### config.mk
export PLATFORM = sky130hd
export DESIGN_NAME = fbmap_bitmap
export DESIGN_NICKNAME = d
export VERILOG_FILES = /design/src/sv/fbmap_pkg.sv /design/src/sv/fbmap_bitmap.sv
export SDC_FILE = /design/constraint.sdc
export NUM_CORES = 1
export LEC_CHECK = 0
export BUFFER_PORTS_ARGS = -buffer_cell sky130_fd_sc_hd__buf_4
export CAP_MARGIN = 5
export CORE_MARGIN = 3
export CORE_UTILIZATION = 65
export DETAILED_ROUTE_END_ITERATION = 8
export GPL_TIMING_DRIVEN = 0
export PLACE_DENSITY = 0.81
export RECOVER_POWER = 25
export REMOVE_ABC_BUFFERS = 1
export SYNTH_ARGS = -nofsm -noshare
export SYNTH_HDL_FRONTEND = slang
export SYNTH_SLANG_ARGS = --single-unit
export TNS_END_PERCENT = 20
### constraint.sdc
create_clock -name clk -period 8.6 [get_ports clk]
set_clock_uncertainty 0.2 [all_clocks]
set_input_delay 1.72 -clock clk [delete_from_list [all_inputs] [get_ports clk]]
set_output_delay 1.72 -clock clk [all_outputs]
set_load 0.005 [all_outputs]
### src/sv/fbmap_pkg.sv
// ----------------------------------------------------------------------------
// fbmap_pkg
// Shared types, codes and sizes of the file block map allocator.
// ----------------------------------------------------------------------------
package fbmap_pkg;

    localparam int NUM_FILES      = 64;
    localparam int FILE_W         = 6;
    localparam int NUM_BLOCKS     = 1024;
    localparam int BLK_W          = 10;
    localparam int BLOCK_BYTES    = 1024;
    localparam int BOFF_W         = 10;
    localparam int OFFSET_W       = 19;
    localparam int LB_W           = OFFSET_W - BOFF_W;
    localparam int DIRECT_COUNT   = 10;
    localparam int DI_W           = 4;
    localparam int DIR_DEPTH      = NUM_FILES * DIRECT_COUNT;
    localparam int DIR_AW         = 10;
    localparam int INDIRECT_COUNT = 256;
    localparam int IE_IDX_W       = 8;
    localparam int IE_DEPTH       = NUM_FILES * INDIRECT_COUNT;
    localparam int IE_AW          = FILE_W + IE_IDX_W;
    localparam int MAP_LIMIT      = DIRECT_COUNT + INDIRECT_COUNT;
    localparam int FREED_W        = 9;
    localparam int BM_ROW_W       = 16;
    localparam int BM_BIT_W       = 4;
    localparam int BM_ROWS        = NUM_BLOCKS / BM_ROW_W;
    localparam int BM_ROW_AW      = BLK_W - BM_BIT_W;

    localparam logic [1:0] REQ_CLEAR   = 2'd0;
    localparam logic [1:0] REQ_MAP     = 2'd1;
    localparam logic [1:0] REQ_RELEASE = 2'd2;

    localparam logic [1:0] ST_OK        = 2'd0;
    localparam logic [1:0] ST_NO_SPACE  = 2'd1;
    localparam logic [1:0] ST_OUT_RANGE = 2'd2;

    typedef struct packed {
        logic             valid;
        logic [BLK_W-1:0] blk;
    } ptr_t;

    typedef enum logic {
        BM_OP_ALLOC,
        BM_OP_FREE
    } bm_op_t;

    typedef struct packed {
        logic             valid;
        bm_op_t           op;
        logic [BLK_W-1:0] blk;
    } bm_req_t;

    typedef struct packed {
        logic             ready;
        logic             done;
        logic             ok;
        logic [BLK_W-1:0] blk;
    } bm_rsp_t;

    typedef enum logic [2:0] {
        BM_INIT,
        BM_IDLE,
        BM_SCAN_RD,
        BM_SCAN_CHK,
        BM_FREE_RD,
        BM_FREE_WR
    } bm_state_t;

    typedef enum logic [4:0] {
        S_INIT,
        S_IDLE,
        S_CLEAR,
        S_MAP_DIR_RD,
        S_MAP_DIR_CHK,
        S_MAP_IP_RD,
        S_MAP_IP_CHK,
        S_MAP_IP_WAIT,
        S_MAP_WIPE,
        S_MAP_IE_RD,
        S_MAP_IE_CHK,
        S_MAP_DATA_WAIT,
        S_REL_DIR_RD,
        S_REL_DIR_CHK,
        S_REL_DIR_WAIT,
        S_REL_IP_RD,
        S_REL_IP_CHK,
        S_REL_IE_RD,
        S_REL_IE_CHK,
        S_REL_IE_WAIT,
        S_REL_IB_ISSUE,
        S_REL_IB_WAIT,
        S_RESULT
    } seq_state_t;

endpackage

### src/sv/fbmap_bitmap.sv
// ----------------------------------------------------------------------------
// fbmap_bitmap
// Free-block bitmap: finds and takes the lowest free block, or frees one.
// ----------------------------------------------------------------------------
module fbmap_bitmap
    import fbmap_pkg::*;
(
    input  logic    clk,
    input  logic    rst_n,
    input  bm_req_t req,
    output bm_rsp_t rsp
);

    logic [BM_ROW_W-1:0] mem [BM_ROWS];
    logic [BM_ROW_W-1:0] rd_reg;

    bm_state_t state_reg, state_next;
    logic [BM_ROW_AW-1:0] row_reg, row_next;
    logic [BM_BIT_W-1:0]  bit_reg, bit_next;

    logic                 we;
    logic [BM_ROW_W-1:0]  wd;
    logic [BM_BIT_W-1:0]  zero_idx;
    logic                 row_full;

    // Lowest clear bit of the row just read.
    always_comb
    begin
        zero_idx = '0;
        for (int i = BM_ROW_W - 1; i >= 0; i--)
        begin
            if (!rd_reg[i])
            begin
                zero_idx = BM_BIT_W'(i);
            end
        end
    end

    assign row_full = &rd_reg;

    always_comb
    begin
        state_next = state_reg;
        case (state_reg)
            BM_INIT:
            begin
                if (row_reg == BM_ROW_AW'(BM_ROWS - 1))
                begin
                    state_next = BM_IDLE;
                end
            end
            BM_IDLE:
            begin
                if (req.valid)
                begin
                    state_next = (req.op == BM_OP_ALLOC) ? BM_SCAN_RD : BM_FREE_RD;
                end
            end
            BM_SCAN_RD:  state_next = BM_SCAN_CHK;
            BM_SCAN_CHK:
            begin
                if (!row_full || row_reg == BM_ROW_AW'(BM_ROWS - 1))
                begin
                    state_next = BM_IDLE;
                end
                else
                begin
                    state_next = BM_SCAN_RD;
                end
            end
            BM_FREE_RD:  state_next = BM_FREE_WR;
            BM_FREE_WR:  state_next = BM_IDLE;
            default:     state_next = BM_IDLE;
        endcase
    end

    always_comb
    begin
        we        = 1'b0;
        wd        = '0;
        rsp.ready = (state_reg == BM_IDLE);
        rsp.done  = 1'b0;
        rsp.ok    = 1'b0;
        rsp.blk   = {row_reg, zero_idx};
        case (state_reg)
            BM_INIT:
            begin
                we = 1'b1;
            end
            BM_SCAN_CHK:
            begin
                if (!row_full)
                begin
                    we       = 1'b1;
                    wd       = rd_reg | (BM_ROW_W'(1) << zero_idx);
                    rsp.done = 1'b1;
                    rsp.ok   = 1'b1;
                end
                else if (row_reg == BM_ROW_AW'(BM_ROWS - 1))
                begin
                    rsp.done = 1'b1;
                end
            end
            BM_FREE_WR:
            begin
                we       = 1'b1;
                wd       = rd_reg & ~(BM_ROW_W'(1) << bit_reg);
                rsp.done = 1'b1;
                rsp.ok   = 1'b1;
            end
            default:
            begin
                we = 1'b0;
            end
        endcase
    end

    always_comb
    begin
        row_next = row_reg;
        bit_next = bit_reg;
        case (state_reg)
            BM_INIT:     row_next = row_reg + 1'b1;
            BM_IDLE:
            begin
                if (req.valid)
                begin
                    if (req.op == BM_OP_ALLOC)
                    begin
                        row_next = '0;
                    end
                    else
                    begin
                        row_next = req.blk[BLK_W-1:BM_BIT_W];
                        bit_next = req.blk[BM_BIT_W-1:0];
                    end
                end
            end
            BM_SCAN_CHK: row_next = row_reg + 1'b1;
            default:     row_next = row_reg;
        endcase
    end

    always_ff @(posedge clk or negedge rst_n)
    begin
        if (!rst_n)
        begin
            state_reg <= BM_INIT;
            row_reg   <= '0;
        end
        else
        begin
            state_reg <= state_next;
            row_reg   <= row_next;
        end
    end

    always_ff @(posedge clk)
    begin
        bit_reg <= bit_next;
    end

    always_ff @(posedge clk)
    begin
        if (we)
        begin
            mem[row_reg] <= wd;
        end
        rd_reg <= mem[row_reg];
    end

endmodule

==> results.sh <==
export IMPL_slew_limit_headroom_pct=-110
export IMPL_cp_max_fo=62
export IMPL_vias=24248
export IMPL_grt_pass1_wl_um=169000
export IMPL_dp_cells=3082
export IMPL_cp_end_kind="flip-flop"
export IMPL_ys_seq_area_share_pct=76.3
export IMPL_critical_path_top_delay_family="simple AND/OR/NAND/NOR gates"
export IMPL_yosys_top_cells_area="edfxtp_1 (75%), mux4_2 (6.6%), mux2i_1 (3.1%)"
export IMPL_drt_iter0_drc=4098
export IMPL_yosys_warnings=0
export IMPL_antenna_found_initial=8
export IMPL_core_area_mm2=0.0622
export IMPL_cts_hold_buffers=0
export IMPL_synth_edff_count=1028
export IMPL_numCtsBuffers=100
export IMPL_async_reset_ff_share_pct=0.855
export IMPL_final_cells=3273
export IMPL_power_density_mw_per_mm2=356
export IMPL_violations="capacitance limit, slew limit"
export IMPL_syn_avg_cell_area_um2=18.3
export IMPL_post_cts_buffers=0
export IMPL_cpPeakStageDelay_ns=2.25
export IMPL_hpwl_um=71400
export IMPL_hold_path_class="flip-flop to flip-flop"
export IMPL_viasPerCell=7.41
export IMPL_cts_tree="built"
export IMPL_rsz0062_at_grt="no"
export IMPL_ant_nets=0
export IMPL_num_nets_final=2366
export IMPL_place_gp_congestion=0.987
export IMPL_yosysTopAreaCell="edfxtp_1"
export IMPL_drt_wirelength_per_cell_um=35.9
export IMPL_crit_buf_inv=2
export IMPL_tightestPinTransition_ns=3.12
export IMPL_maxCapViolations=13
export IMPL_routed_wl_um=117000
export IMPL_ys_seq_elements=1053
export IMPL_fill_cells=3234
export IMPL_clockBufferDepth=3
export IMPL_crit_type="flip-flop to flip-flop"
export IMPL_rows=91
export IMPL_synth_ff_type="edfxtp_1"
export IMPL_ioPinCount=27
export IMPL_htreeDepth=3
export IMPL_period_needed_ns=6.80
export IMPL_hold_viol=0
export IMPL_grt_max_degree=71
export IMPL_required_ns=8.77
export IMPL_status="finished, violations left"
export IMPL_grt_overflow_total=0
export IMPL_largest_reg_flops=1024
export IMPL_p_leak_uw=0.0153
export IMPL_power_uw=16700
export IMPL_start_util_pct=66.2
export IMPL_area_growth_pct=14.0
export IMPL_clock_sinks=1053
export IMPL_first_pass_iters=7
export IMPL_synth_top_cell_area_share_pct=75.0
export IMPL_track_usage_pct=35.8
export IMPL_final_period_utilization_pct=79.1
export IMPL_dieArea_mm2=0.0664
export IMPL_grt_pass1_vias=24071
export IMPL_cts_resized=0
export IMPL_drive_gt1_share_pct=21.4
export IMPL_synthCells=2253
export IMPL_drv_slew=431
export IMPL_ys_types=66
export IMPL_clock_root_buffer="clkbuf_16"
export IMPL_fmax_mhz=147
export IMPL_cp_slowest_cell="dfrtp_1"
export IMPL_max_vdd_ir_drop_uv=224
export IMPL_clkTransAtPathRegs_ns=0.06
export IMPL_crit_chain="buf_16 -> nand2b_1 -> nor2_1 -> nand2_1 -> nor2_2 -> buf_6"
export IMPL_crit_arrival_ns=6.98
export IMPL_clock_latency_ns=0.67
export IMPL_die_x_um=258
export IMPL_portBuffers=26
export IMPL_setup_violations=0
export IMPL_die_h_um=258
export IMPL_syn_cell_area_mm2=0.0412
export IMPL_crit_path_start_kind="flip-flop"
export IMPL_drc=0
[placed cells by master (no fill, tap or decap), types with 8 or more instances in the layout]
cell	instances
a21oi_1	82
mux4_2	120
nor2_1	77
buf_4	20
mux2i_1	128
buf_12	12
clkinv_1	21
nand3_1	19
clkinv_2	21
dfxtp_1	16
nand4_1	12
clkbuf_1	39
a22oi_1	45
or4_1	8
buf_6	15
nand2_1	66
a22o_1	16
buf_16	20
nor2_2	61
nor3_1	9
o21ai_0	90
a221oi_1	70
a31oi_1	17
clkbuf_16	103
mux2_2	43
edfxtp_1	1028
o22ai_1	48
a221o_1	13
buf_8	51
[where the power goes]
part           internal, uW  switching [uW]
clock                  2430            1880
combinational          1850            3760
sequential             6460             304
total                 10700            5950
[layer usage]
layer	GRT usage (%)	part of all wire [%]	vias to the layer above
met4	22.1	7.2	10
li1	-	-	9447
met3	10.8	15	486
met2	53.2	45	2159
met1	47.0	33	12146
met5	0.292	0.097	-
[synthesized netlist by cell type, types with 6 or more instances]
cell type,number
a221oi_1,70
nand2_1,66
o2bb2ai_1,6
a22o_1,16
and3_1,7
nand4_1,12
dfxtp_1,16
a21oi_1,82
nor2b_1,13
mux2i_1,128
nand2b_1,7
dfrtp_1,9
edfxtp_1,1028
inv_1,7
mux2_2,43
a31oi_1,17
nand3_1,19
mux4_2,120
nor2_1,138
buf_4,20
buf_1,7
nor3_1,14
a22oi_1,45
a221o_1,13
o21ai_0,95
buf_2,52
a211oi_1,7
o22ai_1,48
or4_1,8
o211ai_1,6
clkbuf_1,52
buf_6,11
[final cells by class]
cell class                      instances  area, um^2  share of cell area (%)
Antenna cell                            3        7.51                  0.0160
Sequential cell                      1053       31400                    67.0
Clock inverter                         58         494                    1.05
Timing Repair Buffer                  138        1950                    4.16
Multi-Input combinational cell       1049        9250                    19.7
Inverter                                9        38.8                  0.0827
Tap cell                              837        1050                    2.23
Clock buffer                          126        2690                    5.74
[cell families (layout without fill, tap and decap cells)]
group / count (synthesis) / after routing / synth area share [%]
AND/OR/NAND/NOR: 308 / 308 / 3.42
adder cells (fa/ha/maj): 1 / 1 / 0.0304
XOR/XNOR: 1 / 1 / 0.0213
buffers and inverters: 151 / 331 / 1.92
flip-flops: 1053 / 1053 / 76.3
AO/OA/AOI/OAI: 447 / 447 / 7.38
multiplexers: 292 / 292 / 10.9
other: 0 / 3 / 0
[final timing paths]
check	endpoint	cells after the start	slack, ns	startpoint
max	mem[54][4]$_DFFE_PP_	6	1.80	row_reg[2]$_DFFE_PN0P_
min	rd_reg[14]$_DFF_P_	2	0.43	mem[49][14]$_DFFE_PP_
max reg2reg	mem[54][4]$_DFFE_PP_	6	1.80	row_reg[2]$_DFFE_PN0P_
min reg2reg	rd_reg[14]$_DFF_P_	2	0.43	mem[49][14]$_DFFE_PP_
max in group asynchronous	row_reg[0]$_DFFE_PN0P_	1	6.97	rst_n
min in group asynchronous	state_reg[0]$_DFFE_PN0P_	1	0.81	rst_n
[worst min-delay path, cell delays in order (launching register included)]
cell and delay (ns):
edfxtp_1 0.33, a21oi_1 0.07, o211ai_1 0.18
[through the flow]
| stage | utilization, % | area, um^2 | setup TNS, ns | hold WS (ns) | setup WS, ns |
|---|---|---|---|---|---|
| 6_report | 75.4 | 46900 | 0 | 0.430 | 1.80 |
| 5_1_grt | 75.4 | 46900 | 0 | 0.438 | 1.88 |
| 4_1_cts | 75.9 | 47200 | 0 | 0.426 | 3.12 |
| 3_5_place_dp | 70.7 | 44000 | 0 | 0.395 | 3.31 |
| 3_3_place_gp | 67.0 | 41600 | -8280.70 | 0.375 | -10.76 |
| 2_1_floorplan | - | 40400 | -847.41 | 0.318 | -1.72 |
No activity file was read; power rests on OpenSTA's default activity.
